`config.mk`:
```
export PLATFORM = sky130hd
export DESIGN_NAME = key_debounce_hold_timer
export DESIGN_NICKNAME = d
export VERILOG_FILES = /design/src/kdht_pkg.sv /design/src/kdht_in_stage.sv /design/src/kdht_keys.sv /design/src/kdht_results.sv /design/src/key_debounce_hold_timer.sv
export VERILOG_INCLUDE_DIRS = /design/src /design/src/src
export SDC_FILE = /design/constraint.sdc
export NUM_CORES = 1
export LEC_CHECK = 0
export BUFFER_PORTS_ARGS = -buffer_cell sky130_fd_sc_hd__buf_2
export CORE_UTILIZATION = 40
export CTS_CLUSTER_DIAMETER = 200
export CTS_CLUSTER_SIZE = 16
export DETAILED_ROUTE_END_ITERATION = 8
export HOLD_SLACK_MARGIN = 0.1
export SLEW_MARGIN = 0
export SYNTH_ARGS = -nofsm -noshare
export SYNTH_HDL_FRONTEND = slang
export SYNTH_SLANG_ARGS = --single-unit
```
`constraint.sdc`:
```
create_clock -name aclk -period 12.8 [get_ports aclk]
set_input_delay 2.56 -clock aclk [delete_from_list [all_inputs] [get_ports aclk]]
set_output_delay 2.56 -clock aclk [all_outputs]
set_load 0.03 [all_outputs]
```
`src/key_debounce_hold_timer_macros.svh`:
```
// assertion macros for the key debounce hold timer
// no dependencies; define ASSERT_OFF to drop all checks
`ifndef KEY_DEBOUNCE_HOLD_TIMER_MACROS_SVH
`define KEY_DEBOUNCE_HOLD_TIMER_MACROS_SVH

`ifndef ASSERT_OFF
`define ASSERT_IMPLIES(label, clk, rst_n, lhs, rhs) \
    label: assert property (@(posedge clk) disable iff (!rst_n) (lhs) |-> (rhs)) \
        else $error("assertion failed");
`define ASSERT_NEXT(label, clk, rst_n, lhs, rhs) \
    label: assert property (@(posedge clk) disable iff (!rst_n) (lhs) |=> (rhs)) \
        else $error("assertion failed");
`else
`define ASSERT_IMPLIES(label, clk, rst_n, lhs, rhs)
`define ASSERT_NEXT(label, clk, rst_n, lhs, rhs)
`endif

`endif

```
`src/kdht_pkg.sv`:
```
// shared types and constants for the key debounce hold timer
// no dependencies
package kdht_pkg;

    localparam int PIN_KEYS = 4;
    localparam int KEY_W    = 2;
    localparam int TS_W     = 32;
    localparam int CNT_W    = 16;
    localparam int PIN_W    = 4;
    localparam logic [CNT_W-1:0] DEBOUNCE_RESET = 16'd20;

    typedef enum logic {
        OP_EDGE = 1'b0,
        OP_TICK = 1'b1
    } op_t;

    typedef struct packed {
        op_t              op;
        logic [KEY_W-1:0] key_id;
        logic             press_edge;
        logic [TS_W-1:0]  timestamp;
        logic [PIN_W-1:0] pin_levels;
    } item_t;

    typedef struct packed {
        logic [PIN_KEYS-1:0]           mask;
        logic [PIN_KEYS-1:0][TS_W-1:0] dur;
    } release_t;

endpackage

```
`src/kdht_in_stage.sv`:
```
// input register for edge and tick requests
// depends on kdht_pkg
module kdht_in_stage (
    input  logic            aclk,
    input  logic            aresetn,
    input  logic            s_valid,
    output logic            s_ready,
    input  kdht_pkg::item_t s_item,
    input  logic            bank_free,
    output logic            fire,
    output logic            in_valid,
    output kdht_pkg::item_t item
);
    import kdht_pkg::*;

    logic  valid_reg, valid_next;
    item_t item_reg, item_next;
    logic  take;
    logic  accept;

    always_comb begin
        take      = valid_reg && ((item_reg.op == OP_EDGE) || bank_free);
        s_ready   = !valid_reg || take;
        accept    = s_valid && s_ready;
        valid_next = accept ? 1'b1 : (take ? 1'b0 : valid_reg);
        item_next  = accept ? s_item : item_reg;
    end

    always_ff @(posedge aclk) begin
        if (!aresetn) begin
            valid_reg <= 1'b0;
        end else begin
            valid_reg <= valid_next;
        end
        item_reg <= item_next;
    end

    assign fire     = take;
    assign in_valid = valid_reg;
    assign item     = item_reg;

endmodule

```
`src/kdht_keys.sv`:
```
// per-key debounce state machines, press and release timestamps, debounce register
// depends on kdht_pkg
module kdht_keys #(
    parameter int ACT_KEYS = 4
) (
    input  logic                       aclk,
    input  logic                       aresetn,
    input  logic                       cfg_valid,
    input  logic [kdht_pkg::CNT_W-1:0] cfg_data,
    input  logic                       fire,
    input  kdht_pkg::item_t            item,
    output kdht_pkg::release_t         rel
);
    import kdht_pkg::*;

    typedef enum logic [1:0] {
        PH_UP,
        PH_UP_TO_DOWN,
        PH_DOWN,
        PH_DOWN_TO_UP
    } phase_t;

    phase_t           phase_reg   [ACT_KEYS];
    phase_t           phase_next  [ACT_KEYS];
    logic [CNT_W-1:0] count_reg   [ACT_KEYS];
    logic [CNT_W-1:0] count_next  [ACT_KEYS];
    logic [TS_W-1:0]  press_reg   [ACT_KEYS];
    logic [TS_W-1:0]  press_next  [ACT_KEYS];
    logic [TS_W-1:0]  release_reg [ACT_KEYS];
    logic [TS_W-1:0]  release_next[ACT_KEYS];
    logic [CNT_W-1:0] debounce_reg, debounce_next;
    logic [CNT_W-1:0] load_val;

    always_comb begin
        load_val      = (debounce_reg == '0) ? CNT_W'(1) : debounce_reg;
        debounce_next = cfg_valid ? cfg_data : debounce_reg;
        rel           = '0;
        for (int k = 0; k < ACT_KEYS; k++) begin
            phase_next[k]   = phase_reg[k];
            count_next[k]   = count_reg[k];
            press_next[k]   = press_reg[k];
            release_next[k] = release_reg[k];
            rel.dur[k]      = release_reg[k] - press_reg[k];
            if (fire) begin
                if (item.op == OP_EDGE) begin
                    if (item.key_id == KEY_W'(k)) begin
                        if (phase_reg[k] == PH_UP && item.press_edge) begin
                            press_next[k] = item.timestamp;
                            count_next[k] = load_val;
                            phase_next[k] = PH_UP_TO_DOWN;
                        end else if (phase_reg[k] == PH_DOWN && !item.press_edge) begin
                            release_next[k] = item.timestamp;
                            count_next[k]   = load_val;
                            phase_next[k]   = PH_DOWN_TO_UP;
                        end
                    end
                end else if (count_reg[k] != '0) begin
                    count_next[k] = count_reg[k] - CNT_W'(1);
                    // countdown expires: pin level settles the phase
                    if (count_reg[k] == CNT_W'(1)) begin
                        case (phase_reg[k])
                            PH_UP_TO_DOWN: begin
                                phase_next[k] = item.pin_levels[k] ? PH_UP : PH_DOWN;
                            end
                            PH_DOWN_TO_UP: begin
                                if (item.pin_levels[k]) begin
                                    phase_next[k] = PH_UP;
                                    rel.mask[k]   = 1'b1;
                                end else begin
                                    phase_next[k] = PH_DOWN;
                                end
                            end
                            default: begin
                            end
                        endcase
                    end
                end
            end
        end
    end

    always_ff @(posedge aclk) begin
        if (!aresetn) begin
            debounce_reg <= DEBOUNCE_RESET;
            for (int k = 0; k < ACT_KEYS; k++) begin
                phase_reg[k]   <= PH_UP;
                count_reg[k]   <= '0;
                press_reg[k]   <= '0;
                release_reg[k] <= '0;
            end
        end else begin
            debounce_reg <= debounce_next;
            for (int k = 0; k < ACT_KEYS; k++) begin
                phase_reg[k]   <= phase_next[k];
                count_reg[k]   <= count_next[k];
                press_reg[k]   <= press_next[k];
                release_reg[k] <= release_next[k];
            end
        end
    end

endmodule

```
`src/kdht_results.sv`:
```
// result bank: confirmed releases of one tick, sent out in rising key order
// depends on kdht_pkg
module kdht_results (
    input  logic                       aclk,
    input  logic                       aresetn,
    input  logic                       load_en,
    input  kdht_pkg::release_t         rel,
    output logic                       bank_free,
    output logic                       m_valid,
    input  logic                       m_ready,
    output logic [kdht_pkg::KEY_W-1:0] m_released_key,
    output logic [kdht_pkg::TS_W-1:0]  m_hold_duration,
    output logic                       m_last_result
);
    import kdht_pkg::*;

    logic [PIN_KEYS-1:0]           mask_reg, mask_next;
    logic [PIN_KEYS-1:0][TS_W-1:0] dur_reg, dur_next;
    logic [KEY_W-1:0]              sel;
    logic                          single;

    always_comb begin
        sel = '0;
        for (int k = PIN_KEYS - 1; k >= 0; k--) begin
            if (mask_reg[k]) begin
                sel = KEY_W'(k);
            end
        end
        single    = (mask_reg & (mask_reg - PIN_KEYS'(1))) == '0;
        m_valid   = mask_reg != '0;
        bank_free = !m_valid || (single && m_ready);
        if (load_en) begin
            mask_next = rel.mask;
            dur_next  = rel.dur;
        end else begin
            mask_next = (m_valid && m_ready) ? (mask_reg & (mask_reg - PIN_KEYS'(1)))
                                             : mask_reg;
            dur_next  = dur_reg;
        end
    end

    always_ff @(posedge aclk) begin
        if (!aresetn) begin
            mask_reg <= '0;
        end else begin
            mask_reg <= mask_next;
        end
        dur_reg <= dur_next;
    end

    assign m_released_key  = sel;
    assign m_hold_duration = dur_reg[sel];
    assign m_last_result   = single;

endmodule

```
`src/key_debounce_hold_timer.sv`:
```
// key debounce hold timer: per-key debounce machines with hold duration report
// depends on kdht_pkg, kdht_in_stage, kdht_keys, kdht_results and the macros header
//
// usage:
//   s_ channel carries edge requests (op 0: key_id, press_edge, timestamp) and
//   tick requests (op 1: pin_levels, active low). cfg_valid writes debounce_ticks
//   from cfg_data; cfg_ready is always high, write only while the block is idle.
//   m_ channel carries one request per confirmed release: released_key,
//   hold_duration and last_result, which marks the final release of a tick.
//   an accepted request waits in the input register until taken; key state and
//   result bank then update together, so m_ shows releases with the new state.
//   throughput: one request per cycle unless a tick waits on the result bank; a
//   tick that confirms n releases loads n results, and a following tick waits in
//   the input register until the bank's last result is taken. edges pass while
//   the bank drains. a stalled receiver holds the current result and, once the
//   input register is occupied by a tick, s_ready.
//   reset: all keys up, countdowns stopped, timestamps zero, debounce_ticks 20,
//   result bank and input register empty.
//   keys at or above NUM_KEYS have no state and never report a release.
module key_debounce_hold_timer #(
    parameter int NUM_KEYS = 4
) (
    input  logic        aclk,
    input  logic        aresetn,
    input  logic        s_valid,
    output logic        s_ready,
    input  logic        s_op,
    input  logic [1:0]  s_key_id,
    input  logic        s_press_edge,
    input  logic [31:0] s_timestamp,
    input  logic [3:0]  s_pin_levels,
    output logic        m_valid,
    input  logic        m_ready,
    output logic [1:0]  m_released_key,
    output logic [31:0] m_hold_duration,
    output logic        m_last_result,
    input  logic        cfg_valid,
    output logic        cfg_ready,
    input  logic [15:0] cfg_data
);
    import kdht_pkg::*;

    `include "key_debounce_hold_timer_macros.svh"

    localparam int ACT_KEYS = (NUM_KEYS < PIN_KEYS) ? NUM_KEYS : PIN_KEYS;

    item_t    s_item;
    item_t    item;
    release_t rel;
    logic     bank_free;
    logic     fire;
    logic     in_valid;

    assign s_item.op         = op_t'(s_op);
    assign s_item.key_id     = s_key_id;
    assign s_item.press_edge = s_press_edge;
    assign s_item.timestamp  = s_timestamp;
    assign s_item.pin_levels = s_pin_levels;
    assign cfg_ready         = 1'b1;

    kdht_in_stage u_in_stage (
        .aclk      (aclk),
        .aresetn   (aresetn),
        .s_valid   (s_valid),
        .s_ready   (s_ready),
        .s_item    (s_item),
        .bank_free (bank_free),
        .fire      (fire),
        .in_valid  (in_valid),
        .item      (item)
    );

    kdht_keys #(
        .ACT_KEYS (ACT_KEYS)
    ) u_keys (
        .aclk      (aclk),
        .aresetn   (aresetn),
        .cfg_valid (cfg_valid),
        .cfg_data  (cfg_data),
        .fire      (fire),
        .item      (item),
        .rel       (rel)
    );

    kdht_results u_results (
        .aclk            (aclk),
        .aresetn         (aresetn),
        .load_en         (fire && (item.op == OP_TICK)),
        .rel             (rel),
        .bank_free       (bank_free),
        .m_valid         (m_valid),
        .m_ready         (m_ready),
        .m_released_key  (m_released_key),
        .m_hold_duration (m_hold_duration),
        .m_last_result   (m_last_result)
    );

    // accepted request lands in the input register
    `ASSERT_NEXT(a_accept_held, aclk, aresetn, s_valid && s_ready, in_valid)
    // a waiting request keeps its contents
    `ASSERT_NEXT(a_wait_stable, aclk, aresetn, in_valid && !fire, in_valid && $stable(item))
    // more releases of the same tick follow without a gap
    `ASSERT_NEXT(a_tick_burst, aclk, aresetn, m_valid && m_ready && !m_last_result, m_valid)
    // a tick never overwrites results still waiting
    `ASSERT_IMPLIES(a_no_overwrite, aclk, aresetn, fire && (item.op == OP_TICK),
                    !m_valid || (m_ready && m_last_result))

endmodule

```
-- After elaboration in Yosys (flattened, before gate mapping)
Memories as Yosys holds them, arrays and structs flattened.
Cells that the tools add are included.
- bits in registers: 189
- memory bits (writable): 328
- input bits: 61
- word-level logic and storage cells: 249
- memories: 4
- add/sub/neg operators: 9
- magnitude comparators: 1
- equal/unequal tests: 19
- muxes and demuxes: 149
- bitwise logic cells: 18
- reduce and logical (&&, ||, !) cells: 37
- memory list (name ; depth ; width ; rd ports ; clocked after Yosys merged registers in ; write ports ; line ; source):
    u_keys.press_reg ; 4 ; 32 ; 4 ; 0 ; 4 ; kdht_keys.sv:27 ; logic [TS_W-1:0] press_reg [ACT_KEYS];
    u_keys.release_reg ; 4 ; 32 ; 4 ; 0 ; 4 ; kdht_keys.sv:29 ; logic [TS_W-1:0] release_reg [ACT_KEYS];
    u_keys.count_reg ; 4 ; 16 ; 4 ; 0 ; 4 ; kdht_keys.sv:25 ; logic [CNT_W-1:0] count_reg [ACT_KEYS];
    u_keys.phase_reg ; 4 ; 2 ; 4 ; 0 ; 4 ; kdht_keys.sv:23 ; phase_t phase_reg [ACT_KEYS];
- operator list (kind ; number):
    32-bit 2-to-1 mux ; 45
    16-bit 2-to-1 mux ; 29
    32-bit subtractor ; 4
    2-bit 2-to-1 mux ; 44
    32-bit binary-select mux with 2-bit select ; 1
    16-bit by 1-bit == test with 1-bit output (second input constant) ; 4
    16-bit nonzero test ; 4
    16-bit by 1-bit subtractor with 16-bit output (second input constant) ; 4
    1-bit 2-to-1 mux ; 28
    2-bit == test (second input constant) ; 10
    16-bit logical NOT ; 1
    1-bit bitwise OR ; 16
    1-bit logical AND ; 13
    2-bit by 1-bit == test with 1-bit output (second input constant) ; 5
    2-bit logical NOT ; 5
    4-bit 2-to-1 mux ; 2
    2-bit OR reduction ; 4
    4-bit bitwise AND ; 1
    4-bit logical NOT ; 1
    2-bit nonzero test ; 2
    4-bit nonzero test ; 1
    4-bit by 1-bit subtractor with 4-bit output (second input constant) ; 1
    1-bit logical NOT ; 3
    1-bit logical OR ; 3
    other kinds (2) ; 2

-- Depth between registers and ports, before layout
- depth after elaboration: 10
- gate-level depth with buffers: 12
- gate-level depth less buffers: 12

-- Modules after synthesis
A second synthesis with hierarchy kept.
- cell total of the unflattened synthesis: 3111
- area, all modules: 27764.1 sq um
- by module, submodules not included (module ; times used ; cells an instance ; area an instance (sq um)):
    kdht_keys ; 1 ; 2861 ; 21560.7
    kdht_results ; 1 ; 200 ; 4909.7
    kdht_in_stage ; 1 ; 47 ; 1276.2
    key_debounce_hold_timer ; 1 ; 3 ; 17.5

-- Worst setup path before layout
OpenSTA, ideal clock, no wires.
- kind: input-to-reg
- from: input m_ready
- to: register u_results.dur_reg[0] in the netlist's numbering, enable pin
- data arrival time: 8767 ps
- required time: 12183 ps
- slack: 3416 ps
- stages on the path: 6
- path through: inv_1 -> maj3_1 -> o22ai_1 -> a21oi_1 -> nand2b_1 -> nor2_1
- cells in the longest elaborated chain, start to end: 5
- RTL lines (what ; line ; source):
    start, declared ; key_debounce_hold_timer.sv:33 ; input logic m_ready,
    1-bit logical AND ; kdht_results.sv:31 ; bank_free = !m_valid || (single && m_ready);
    1-bit logical OR ; kdht_results.sv:31 ;
    1-bit logical OR ; kdht_in_stage.sv:22 ; take = valid_reg && ((item_reg.op == OP_EDGE) || bank_free);
    1-bit logical AND ; kdht_in_stage.sv:22 ;
    1-bit logical AND ; key_debounce_hold_timer.sv:88 ; .load_en (fire && (item.op == OP_TICK)),
    net u_results.load_en ; kdht_results.sv:6 ; input logic load_en,
    end signal, assigned ; kdht_results.sv:48 ; dur_reg <= dur_next;
    end, declared ; kdht_results.sv:18 ; logic [PIN_KEYS-1:0][TS_W-1:0] dur_reg, dur_next;
The timed path passes the listed nets, and every way through them passes these cells.
A chain may end at the register's enable or synchronous reset.

-- Final worst setup path
- from: input m_ready
- to: output s_ready
- cells in the longest elaborated chain, start to end: 5
- RTL lines (what ; line ; source):
    1-bit logical AND ; kdht_results.sv:31 ;
    1-bit logical OR ; kdht_results.sv:31 ;
    1-bit logical OR ; kdht_in_stage.sv:22 ;
    1-bit logical AND ; kdht_in_stage.sv:22 ;
    1-bit logical OR ; kdht_in_stage.sv:23 ; s_ready = !valid_reg || take;
    end, declared ; key_debounce_hold_timer.sv:26 ; output logic s_ready,
No other way between the ends.

==> summary.md <==
| Metric | Value |
|---|---|
| Status | complete, no violations |
| Clock latency on the worst-skew pair | between 500 and 600 ps |
| CP required | 10,240 ps |
| CTS root buf | clkbuf_16 |
| Max Used Layer | met4 |
| Cell count after synthesis | 3,202 |
| Hold path startpoint | u_keys.release_reg[0][124] |
| Core area | 67,800 um^2 |
| CTS Buf Count | 38 |
| Rows | 95 |
| Final setup viols | 0 |
| Worst path cell trace | buf_2 -> inv_1 -> maj3_1 -> o22ai_1 -> a21oi_1 -> and2_1 -> inv_1 -> buf_2 |
| Die Span X | 265 um |
| M1 WL | between 30,000 and 40,000 um |
| GRT Total Usage | 0.199 |
| Post-synthesis sequential area ratio | 0.435 |
| Crit. End Element | output port |
| Syn_area_per_cell | 8.63 um^2 |
| Via count | 21,500 |
| Setup_tns | 0 ps |
| Largest area contributor in the netlist | dfxtp_1 |
| Worst slew pin tran | approximately 1300 ps |
| Maximum root-to-sink buffer count | 3 |
| Synth Flop Type | dfxtp_1 |
| CTS resizes | 0 |
| Nets@finish | around 3,400 |
| Hold Fails Final Rpt | 0 |
| GP Congestion | around 0.89 |
| #FFs+latches synth | just over 500 |
| Slowest-stage cell, CP | a21oi_1 |
| Worst hold path class | flop to flop |
| Post-route ant nets | 0 |
| Crit path from | m_ready |
| Final period util | 0.509 |
| CTS Hold Bufs | 0 |
| Clk_skew | 17.3 ps |
| Initial DRC Count | 1,390 |
| Pwr dens | 119 nW/um^2 |
| Peak supply drop | 105 uV |
| P_leak | 0.0112 uW |
| Count of pins over their slew limit | 0 |
| Post-route DRC | 0 |
| GRT overflow | 0 |
| Worst EP arrival | roughly 4000 ps |
| CTS tree | done |
| Fmax | 153 MHz |
| Die area | 70,100 um^2 |
| Area Overhead vs Synth | 7.53% |
| Yosys warnings | 0 |
| Setup bufs post-CTS | 0 |
| Vias in the first global route | 20,200 |
| RSZ-0062 raised after global routing | false |
| # H-tree levels | 2 |
| I/O Pins | 99 |
| Commonest cells post-synth | nand2_1, dfxtp_1, a21boi_0, inv_1, a21oi_1 |
| Total routed wirelength | 70,700 um |
| Avg Vias per Cell | 5.28 |
| Leading post-synthesis cells by cell area | dfxtp_1, edfxtp_1, nand2_1, a21boi_0, ha_1 |
| Post-DP HPWL | 49,600 um |
| Syn nets | 3,400 |
| Most common cell in the netlist | nand2_1 |
| Met2 WL post-DR | approximately 32,000 um |
| Port bufs | 97 |
| Post-synth EDFFs | 168 |
| Layout cells sized above 1 | 0.0631 |
| Met3 wire len | between 3000 and 4000 um |
| RR Startpoint | u_keys.release_reg[0][64] |
| Rel. slew slack | 0.161 |
| CTS sink count | just over 500 |
| Synthesized cell area | 27,600 um^2 |
| Drt pass-1 iters | 7 |
| Max-cap viol count | 0 |
| Cell variety after synth | 84 |
| CTS clk-pin slew, worst paths | 80 ps |
| CP Max Fanout | 6 |
| First-pass GRT wire length | 112,000 um |
| N_diodes | 0 |
| Initial core utilization | 0.408 |
| Die Ht | 265 um |
| Initial antenna violation count | 0 |
| Synth async-reset ratio | 0 |
| Crit start category | primary input |
| Yosys top cell area share | 0.253 |
| Kind of critical path | primary input to output port |
| Crit-path max cell delay | 430 ps |
| Tmin final | 6520 ps |
| Worst hold slack | about 460 ps |
| Largest net degree at the start of global routing | between 150 and 200 |
| WL per Instance | 17.4 um |
worst max-delay path: cells and delay by family:
kind | cells | cell delay (ps)
adder cells (fa/ha/maj) | 1 | 150
AND/OR/NAND/NOR | 1 | 310
buffers and inverters | 4 | 430
AO/OA/AOI/OAI | 2 | 500
cells by family after synthesis:
family	after synthesis	synth area share
xor+xnor	112	0.0355
simple gates	1150	0.184
fa+ha+maj	139	0.0638
mux	20	0.00724
flops	517	0.435
other cells	1	0.000136
buf+inv	374	0.0574
compound gates	889	0.217
cell type report:
type                    instances  area [um^2]
clock buffers                  64         1110
clock inverters                 1         16.3
fillers                      6712        38000
inverters                     185          694
multi-input cells            2311        14100
flip-flops and latches        517        12000
well taps                     873         1090
repair buffers                124          697
metal layers:
layer,vias to the layer above,GRT usage
met2,457,0.330
met4,0,0.0548
li1,11000,-
met1,9945,0.275
met5,-,0
met3,87,0.0195
final timing paths:
kind / to / slack, ps / cells after the start
min: u_keys.release_reg[0][124] / 460 / 2
max reg2reg: u_results.dur_reg[94] / 9150 / 12
max: s_ready / 6280 / 8
min reg2reg: u_keys.release_reg[0][124] / 460 / 2
report_power, final:
part	total [uW]	internal, uW	switching [uW]
clock	1180	596	589
combinational	514	200	314
sequential	1830	1760	66.7
stage by stage:
step                      instances  setup slack, ps  utilization  total power (uW)  instance area [um^2]
after detailed placement       4010             6260        0.422              2380                 28600
after floorplan                3202             3420            -              2230                 27600
after global routing           4075             6130        0.439              3680                 29700
after global placement         4010             6220        0.422              2380                 28600
after CTS                      4075             6250        0.439              3560                 29700
final                          4075             6280        0.439              3530                 29700
cell usage in the layout (no fill, tap or decap), types with 27 or more instances in the layout:
cell / instances
nand2_1: 698
dfxtp_1: 349
a21boi_0: 257
inv_1: 183
a21oi_1: 171
edfxtp_1: 168
nor2_1: 140
ha_1: 133
o21ai_0: 118
buf_2: 96
xnor2_1: 80
a31oi_1: 74
a21o_1: 54
nor2b_1: 49
and2_1: 47
nand3_1: 46
a211oi_1: 43
clkbuf_16: 41
nor3_1: 40
o21a_1: 35
xor2_1: 32
buf_4: 27
(Power assumes the default switching activity.)
